### src/hdl/tmcw_pkg.sv
package tmcw_pkg;

    // Field widths of the stream payloads.
    localparam int CHAR_W  = 8;
    localparam int VALUE_W = 32;
    localparam int COLOR_W = 8;
    localparam int ADDR_W  = 11;
    localparam int CELL_W  = 16;

    // Packed stream widths: input is character, value, color; output is
    // write address, cell data, cursor position, padded to whole bytes.
    localparam int S_TDATA_W = CHAR_W + VALUE_W + COLOR_W;
    localparam int M_USED_W  = ADDR_W + CELL_W + ADDR_W;
    localparam int M_TDATA_W = ((M_USED_W + 7) / 8) * 8;

    // Command codes carried in the input tuser bit.
    localparam logic CMD_PUT_CHAR = 1'b0;
    localparam logic CMD_PUT_HEX  = 1'b1;

    // Character codes.
    localparam logic [CHAR_W-1:0] NEWLINE_CODE = 8'h0a;
    localparam logic [CHAR_W-1:0] DIGIT_BASE   = 8'h30;
    localparam logic [CHAR_W-1:0] LETTER_BASE  = 8'h61;

    // A hex item prints eight nibbles.
    localparam int HEX_DIGITS = 8;
    localparam int DIGIT_W    = 3;
    localparam logic [DIGIT_W-1:0] LAST_DIGIT = 3'd7;

    // Depth of the queue between front and back.
    localparam int Q_DEPTH = 2;
    localparam int Q_AW    = 1;
    localparam int Q_CW    = 2;

    // One classified operation, as the front hands it to the back.
    typedef struct packed {
        logic                 is_hex;
        logic                 is_newline;
        logic [CHAR_W-1:0]    character;
        logic [VALUE_W-1:0]   value;
        logic [COLOR_W-1:0]   color;
    } t_op;

    // Queue status as the back sees it.
    typedef struct packed {
        logic valid;
        logic full;
    } t_queue_status;

    // Lowercase ASCII for one nibble.
    function automatic logic [CHAR_W-1:0] hex_ascii(input logic [3:0] nibble);
        logic [CHAR_W-1:0] code;
        if (nibble <= 4'd9) begin
            code = DIGIT_BASE + {4'd0, nibble};
        end else begin
            code = LETTER_BASE + {4'd0, nibble} - 8'd10;
        end
        return code;
    endfunction

endpackage

### src/hdl/tmcw_front.sv
module tmcw_front (
    input  logic                          i_valid,
    output logic                          o_ready,
    input  logic [tmcw_pkg::S_TDATA_W-1:0] i_data,
    input  logic                          i_command,
    input  logic                          i_queue_full,
    output logic                          o_push,
    output tmcw_pkg::t_op                 o_op
);

    // Field boundaries inside the input tdata.
    localparam int VAL_LO = tmcw_pkg::CHAR_W;
    localparam int COL_LO = tmcw_pkg::CHAR_W + tmcw_pkg::VALUE_W;

    logic [tmcw_pkg::CHAR_W-1:0] w_char;

    assign w_char = i_data[tmcw_pkg::CHAR_W-1:0];

    // A beat is taken whenever the queue has room.
    assign o_ready = !i_queue_full;
    assign o_push  = i_valid && !i_queue_full;

    // Classify the beat: hex print, newline, or plain cell write.
    always_comb begin
        o_op.is_hex     = (i_command == tmcw_pkg::CMD_PUT_HEX);
        o_op.is_newline = (i_command == tmcw_pkg::CMD_PUT_CHAR) &&
                          (w_char == tmcw_pkg::NEWLINE_CODE);
        o_op.character  = w_char;
        o_op.value      = i_data[VAL_LO +: tmcw_pkg::VALUE_W];
        o_op.color      = i_data[COL_LO +: tmcw_pkg::COLOR_W];
    end

endmodule

### src/hdl/tmcw_queue.sv
module tmcw_queue (
    input  logic                    i_clk,
    input  logic                    i_rst_n,
    input  logic                    i_push,
    input  tmcw_pkg::t_op           i_op,
    input  logic                    i_pop,
    output tmcw_pkg::t_op           o_op,
    output tmcw_pkg::t_queue_status o_status
);

    tmcw_pkg::t_op                r_mem [tmcw_pkg::Q_DEPTH];
    logic [tmcw_pkg::Q_AW-1:0]    r_wr_ptr;
    logic [tmcw_pkg::Q_AW-1:0]    r_rd_ptr;
    logic [tmcw_pkg::Q_CW-1:0]    r_count;

    assign o_op            = r_mem[r_rd_ptr];
    assign o_status.valid  = (r_count != '0);
    assign o_status.full   = (r_count == tmcw_pkg::Q_CW'(tmcw_pkg::Q_DEPTH));

    // Entry storage; written only on push.
    always_ff @(posedge i_clk) begin
        if (i_push) begin
            r_mem[r_wr_ptr] <= i_op;
        end
    end

    // Pointers and fill count.
    always_ff @(posedge i_clk) begin
        if (!i_rst_n) begin
            r_wr_ptr <= '0;
            r_rd_ptr <= '0;
            r_count  <= '0;
        end else begin
            if (i_push) begin
                r_wr_ptr <= r_wr_ptr + 1'b1;
            end
            if (i_pop) begin
                r_rd_ptr <= r_rd_ptr + 1'b1;
            end
            if (i_push && !i_pop) begin
                r_count <= r_count + 1'b1;
            end else if (i_pop && !i_push) begin
                r_count <= r_count - 1'b1;
            end
        end
    end

endmodule

### src/hdl/tmcw_back.sv
module tmcw_back #(
    parameter int COLUMNS = 80,
    parameter int ROWS    = 25,
    parameter int COL_W   = 7,
    parameter int ROW_W   = 5
) (
    input  logic                           i_clk,
    input  logic                           i_rst_n,
    input  tmcw_pkg::t_queue_status        i_status,
    input  tmcw_pkg::t_op                  i_op,
    output logic                           o_pop,
    output logic                           o_valid,
    input  logic                           i_ready,
    output logic [tmcw_pkg::M_TDATA_W-1:0] o_data,
    output logic                           o_write_enable,
    output logic                           o_last
);

    localparam int AW = tmcw_pkg::ADDR_W;

    // Cursor state, with the linear cell index kept alongside.
    logic [COL_W-1:0]             r_col, n_col;
    logic [ROW_W-1:0]             r_row, n_row;
    logic [AW-1:0]                r_idx, n_idx;
    logic [tmcw_pkg::DIGIT_W-1:0] r_digit;

    // Output register.
    logic                         r_out_valid;
    logic                         r_out_we;
    logic                         r_out_last;
    logic [AW-1:0]                r_out_addr;
    logic [tmcw_pkg::CELL_W-1:0]  r_out_cell;
    logic [AW-1:0]                r_out_cursor;

    logic                         w_load;
    logic                         w_final;
    logic                         w_col_end;
    logic                         w_row_end;
    logic [3:0]                   w_nibble;
    logic [tmcw_pkg::CHAR_W-1:0]  w_code;

    // One result per cycle whenever the queue holds an op and the output slot is free or draining.
    assign w_load  = i_status.valid && (!r_out_valid || i_ready);
    assign w_final = !i_op.is_hex || (r_digit == tmcw_pkg::LAST_DIGIT);
    assign o_pop   = w_load && w_final;

    // Current hex digit, most significant nibble first.
    assign w_nibble = i_op.value[{~r_digit, 2'b00} +: 4];
    assign w_code   = i_op.is_hex ? tmcw_pkg::hex_ascii(w_nibble) : i_op.character;

    assign w_col_end = (r_col == COL_W'(COLUMNS - 1));
    assign w_row_end = (r_row == ROW_W'(ROWS - 1));

    // Cursor advance. Moving to the next row adds COLUMNS - column to the
    // index; running off the last row returns everything to the top left.
    always_comb begin
        n_col = r_col;
        n_row = r_row;
        n_idx = r_idx;
        if (i_op.is_newline) begin
            n_col = '0;
            if (w_row_end) begin
                n_row = '0;
                n_idx = '0;
            end else begin
                n_row = r_row + 1'b1;
                n_idx = r_idx - AW'(r_col) + AW'(COLUMNS);
            end
        end else if (!w_col_end) begin
            n_col = r_col + 1'b1;
            n_idx = r_idx + 1'b1;
        end else begin
            n_col = '0;
            if (w_row_end) begin
                n_row = '0;
                n_idx = '0;
            end else begin
                n_row = r_row + 1'b1;
                n_idx = r_idx + 1'b1;
            end
        end
    end

    // Cursor and digit counter.
    always_ff @(posedge i_clk) begin
        if (!i_rst_n) begin
            r_col   <= '0;
            r_row   <= '0;
            r_idx   <= '0;
            r_digit <= '0;
        end else if (w_load) begin
            r_col <= n_col;
            r_row <= n_row;
            r_idx <= n_idx;
            if (i_op.is_hex) begin
                r_digit <= r_digit + 1'b1;
            end
        end
    end

    // Output valid.
    always_ff @(posedge i_clk) begin
        if (!i_rst_n) begin
            r_out_valid <= 1'b0;
        end else if (w_load) begin
            r_out_valid <= 1'b1;
        end else if (i_ready) begin
            r_out_valid <= 1'b0;
        end
    end

    // Output payload; a newline carries zero address and cell.
    always_ff @(posedge i_clk) begin
        if (w_load) begin
            r_out_we     <= !i_op.is_newline;
            r_out_last   <= w_final;
            r_out_addr   <= i_op.is_newline ? '0 : r_idx;
            r_out_cell   <= i_op.is_newline ? '0 : {i_op.color, w_code};
            r_out_cursor <= n_idx;
        end
    end

    assign o_valid        = r_out_valid;
    assign o_write_enable = r_out_we;
    assign o_last         = r_out_last;
    assign o_data         = tmcw_pkg::M_TDATA_W'({r_out_cursor, r_out_cell, r_out_addr});

endmodule

### src/hdl/text_mode_character_writer_core.sv
// Channel   | Direction | tdata (low bit up)                          | tuser        | tlast
// ----------+-----------+---------------------------------------------+--------------+------
// s_axis    | in        | character[7:0] value[39:8] color[47:40]     | command      | -
// m_axis    | out       | write_address[10:0] cell_data[26:11]        | write_enable | last
//           |           | cursor_position[37:27], zero pad [39:38]    |              |
//
// A character or newline beat yields one output beat; a hex beat yields eight.
// The back end issues one output beat per cycle while the output is not stalled, so
// characters stream at one per cycle and a hex beat occupies the back end until all eight digits are issued.
// An input beat passes through the queue and then the back end's output register before it appears on m_axis.
// A two-entry queue decouples input from output; input stalls only when it is full.
// Synchronous reset puts the cursor at the top-left cell and empties the queue.
module text_mode_character_writer_core #(
    parameter int COLUMNS = 80,
    parameter int ROWS    = 25
) (
    input  logic                           i_clk,
    input  logic                           i_rst_n,
    input  logic                           s_axis_tvalid,
    output logic                           s_axis_tready,
    input  logic [tmcw_pkg::S_TDATA_W-1:0] s_axis_tdata,  // character, value, color
    input  logic                           s_axis_tuser,  // command
    output logic                           m_axis_tvalid,
    input  logic                           m_axis_tready,
    output logic [tmcw_pkg::M_TDATA_W-1:0] m_axis_tdata,  // write_address, cell_data, cursor_position
    output logic                           m_axis_tuser,  // write_enable
    output logic                           m_axis_tlast
);

    localparam int COL_W = (COLUMNS > 1) ? $clog2(COLUMNS) : 1;
    localparam int ROW_W = (ROWS > 1) ? $clog2(ROWS) : 1;

    logic                    w_push;
    logic                    w_pop;
    tmcw_pkg::t_op           w_in_op;
    tmcw_pkg::t_op           w_head_op;
    tmcw_pkg::t_queue_status w_status;

    // Front: take beats and classify them.
    tmcw_front u_front (
        .i_valid      (s_axis_tvalid),
        .o_ready      (s_axis_tready),
        .i_data       (s_axis_tdata),
        .i_command    (s_axis_tuser),
        .i_queue_full (w_status.full),
        .o_push       (w_push),
        .o_op         (w_in_op)
    );

    // Queue between front and back.
    tmcw_queue u_queue (
        .i_clk    (i_clk),
        .i_rst_n  (i_rst_n),
        .i_push   (w_push),
        .i_op     (w_in_op),
        .i_pop    (w_pop),
        .o_op     (w_head_op),
        .o_status (w_status)
    );

    // Back: cursor tracking and cell writes.
    tmcw_back #(
        .COLUMNS (COLUMNS),
        .ROWS    (ROWS),
        .COL_W   (COL_W),
        .ROW_W   (ROW_W)
    ) u_back (
        .i_clk          (i_clk),
        .i_rst_n        (i_rst_n),
        .i_status       (w_status),
        .i_op           (w_head_op),
        .o_pop          (w_pop),
        .o_valid        (m_axis_tvalid),
        .i_ready        (m_axis_tready),
        .o_data         (m_axis_tdata),
        .o_write_enable (m_axis_tuser),
        .o_last         (m_axis_tlast)
    );

endmodule

### config.mk
export PLATFORM = sky130hd
export DESIGN_NAME = text_mode_character_writer_core
export DESIGN_NICKNAME = d
export VERILOG_FILES = /design/src/hdl/tmcw_pkg.sv /design/src/hdl/tmcw_front.sv /design/src/hdl/tmcw_queue.sv /design/src/hdl/tmcw_back.sv /design/src/hdl/text_mode_character_writer_core.sv
export SDC_FILE = /design/constraint.sdc
export NUM_CORES = 1
export LEC_CHECK = 0
export CORE_MARGIN = 3
export CORE_UTILIZATION = 45
export DETAILED_ROUTE_END_ITERATION = 8
export DONT_BUFFER_PORTS = 1
export PLACE_DENSITY = 0.62
export SYNTH_ARGS = -nofsm -noshare
export SYNTH_HDL_FRONTEND = slang
export SYNTH_HIERARCHICAL = 1
export SYNTH_SLANG_ARGS = --single-unit
### constraint.sdc
create_clock -name i_clk -period 4.4 [get_ports i_clk]
set_clock_uncertainty 0.15 [all_clocks]
set_input_delay 0.88 -clock i_clk [delete_from_list [all_inputs] [get_ports i_clk]]
set_output_delay 0.88 -clock i_clk [all_outputs]
set_load 0.01 [all_outputs]
==> results.json <==
{
  "min_path_cells": 2,
  "yosysSeqAreaShare_pct": 60.64,
  "grt_max_degree": 52,
  "dp_hpwl_um": 9592,
  "insertion_delay_ns": 0.42,
  "fin_setup_tns_ns": 0,
  "via_count": 4151,
  "period_share_pct": 76.01,
  "pin_count": 97,
  "synthCells": 587,
  "grt_pass1_wl_um": 22960,
  "cts_tree": "yes",
  "ant_nets": 0,
  "area_delta_synth_final_pct": 5.450,
  "firstDrtPassIters": 4,
  "yosys_warnings": 6,
  "wirelength_um": 14020,
  "async_flop_share_pct": 0,
  "cts_resized": 0,
  "cts.sinks": 172,
  "path_cells": "buf_4 -> mux2_2 -> mux4_2 -> mux2i_4 -> inv_1 -> ha_1 -> or2_2 -> a21boi_4 -> nand2_1 -> o221a_1",
  "avgSynthCellArea_sq_um": 13.61,
  "overflow": 0,
  "max-cap-violations": 0,
  "fmax_mhz": 299.0,
  "leakage_uw": 0.002985,
  "synth_top_cells_by_count": "edfxtp_1 (140), buf_4 (56), mux2_2 (46), dfxtp_1 (32), inv_1 (32)",
  "min_period_ns": 3.345,
  "r2r_cells": 10,
  "htreeDepth": 4,
  "synthFlopType": "edfxtp_1",
  "finalSetupViolations": 0,
  "slew_headroom_pct": 52.65,
  "fp.dieH_um": 139.2,
  "grt_antenna_before_repair": 0,
  "ctsHoldBuffers": 0,
  "synth_top_family_by_area": "multiplexers",
  "post-synth-top-area-cell": "edfxtp_1",
  "rows": 48,
  "hold_viol": 0,
  "synth_most_common_cell": "edfxtp_1",
  "arrival_ns": 3.37,
  "place.port_buffers": 0,
  "maxSlewViolCount": 0,
  "place_congestion": 0.8460,
  "routed_via_density": 5.315,
  "power_density_mw_per_mm2": 692.0,
  "post_cts_buffers": 0,
  "cts_root_buf": "clkbuf_16",
  "drtIter0Drc": 228,
  "ir_drop_uv": 371.1,
  "die_w_um": 139.2,
  "hold_ws_ns": 0.3458,
  "synthTopCellsByArea": "edfxtp_1 (53%), dfxtp_1 (8.0%), mux2_2 (6.5%)",
  "syn_area_sq_mm": 0.007989,
  "start_kind": "flip-flop",
  "synth-compound-area-share_pct": 5.607,
  "synth_seq_cells": 172,
  "synth_edf_count": 140,
  "drive_gt1_share_pct": 17.99,
  "synth-simple-area-share_pct": 7.894,
  "critical_path_required_ns": 4.42,
  "outcome": "complete, no violations",
  "end_kind": "flip-flop",
  "r2r_slack_ns": 1.06,
  "hp-class": "flip-flop to flip-flop",
  "rsz0062_at_grt": "no",
  "ys_types": 54,
  "worstPathMaxFanout": 26,
  "drc": 0,
  "grt_use_total_pct": 15.18,
  "worst_pin_slew_ns": 0.7102,
  "wire_per_inst_um": 17.95,
  "grt_pass1_vias": 4292,
  "antenna_cells": 0,
  "fin_nets": 624,
  "start_util_pct": 46.03,
  "cts_max_path_buffers": 2,
  "synth_adder_area_share_pct": 4.479,
  "critPathMaxStageDelay_ns": 0.49,
  "yosysTopAreaCellShare_pct": 52.62,
  "clk_pin_slew_worst_paths_ns": 0.06,
  "slowest_stage": "mux4_2",
  "cts_buffers": 17,
  "die_area_sq_mm": 0.01939,
  "critPathKind": "flip-flop to flip-flop",
  "synthXorXnorAreaFrac_pct": 2.850,
  "core_area_sq_mm": 0.01736,
  "synth_mux_area_share_pct": 10.87
}
==> cell families (layout without fill, tap and decap cells) <==
group                    after synthesis  after routing
XOR/XNOR                              26             26
adder cells (fa/ha/maj)               28             28
multiplexers                          66             66
AO/OA/AOI/OAI                         68             68
flip-flops                           172            172
buffers and inverters                102             70
other                                  1              2
AND/OR/NAND/NOR                      124            124
==> final timing paths <==
check	endpoint	from
hold reg to reg	u_back/r_col[1]	u_back/r_col[1]
hold / removal	u_back/r_col[1]	u_back/r_col[1]
setup / recovery	u_back/r_out_cell[5]	flip-flop
setup reg to reg	u_back/r_out_cell[5]	flip-flop
==> layout make-up <==
class | count | area (sq um)
fill | 1490 | 8932
clock buffer | 19 | 432.9
sequential | 172 | 4846
inverter | 32 | 120.1
clock inverter | 13 | 150.1
multi-input combinational | 314 | 2549
tap | 225 | 281.5
timing repair buffer | 6 | 45.04
==> layer usage <==
metal / track usage, % / vias up / part of all wire (%)
met5: 0 / - / 0
met4: 6.282 / 0 / 2.2
met3: 5.498 / 19 / 6.8
met2: 25.37 / 117 / 50
met1: 17.76 / 2024 / 41
li1: - / 1991 / -
==> state kept, by name, summed over array words and instances (netlist names), 2 cells and up, named ones only <==
signal	cells
u_back/r_col	7
u_back/r_row	5
u_back/r_digit	3
u_queue/r_count	2
u_back/r_out_addr	11
u_back/r_out_cursor	11
u_back/r_out_cell	16
u_queue/r_mem	100
u_back/r_idx	11
==> critical path, delay by kind of cell, from the launching register on <==
kind | cells | cell delay, ns
AO/OA/AOI/OAI | 2 | 0.43
adder cells (fa/ha/maj) | 1 | 0.17
buffers and inverters | 2 | 0.41
flip-flops | 1 | 0.39
multiplexers | 3 | 1.08
AND/OR/NAND/NOR | 2 | 0.45
==> cell usage in the layout, fill, tap and decap left out, types with 15 or more instances in the layout <==
cell and instances:
inv_1 31, nand2_1 29, nor2_1 31, xor2_1 15, edfxtp_1 140, a21oi_1 19, clkbuf_16 17, dfxtp_1 31
nor2b_1 15, ha_1 27, mux2_2 46, o21ai_0 16
==> through the flow <==
step	utilization, %	total power (uW)	std cells	cell area [sq um]	worst slack [ns]
after global routing	48.54	6225	781	8424	0.8775
after detailed placement	45.18	4408	749	7841	1.037
after CTS	48.54	5908	781	8424	1.026
after global placement	45.18	4350	749	7841	1.120
after floorplan	-	4042	588	7993	0.3990
final	48.54	5830	781	8424	1.055
==> where the power goes <==
| group | total, uW | internal, uW | switching (uW) |
|---|---|---|---|
| combinational | 1740 | 777 | 962 |
| sequential | 2620 | 2290 | 325 |
| clock | 1480 | 849 | 626 |
(Power assumes the default switching activity.)
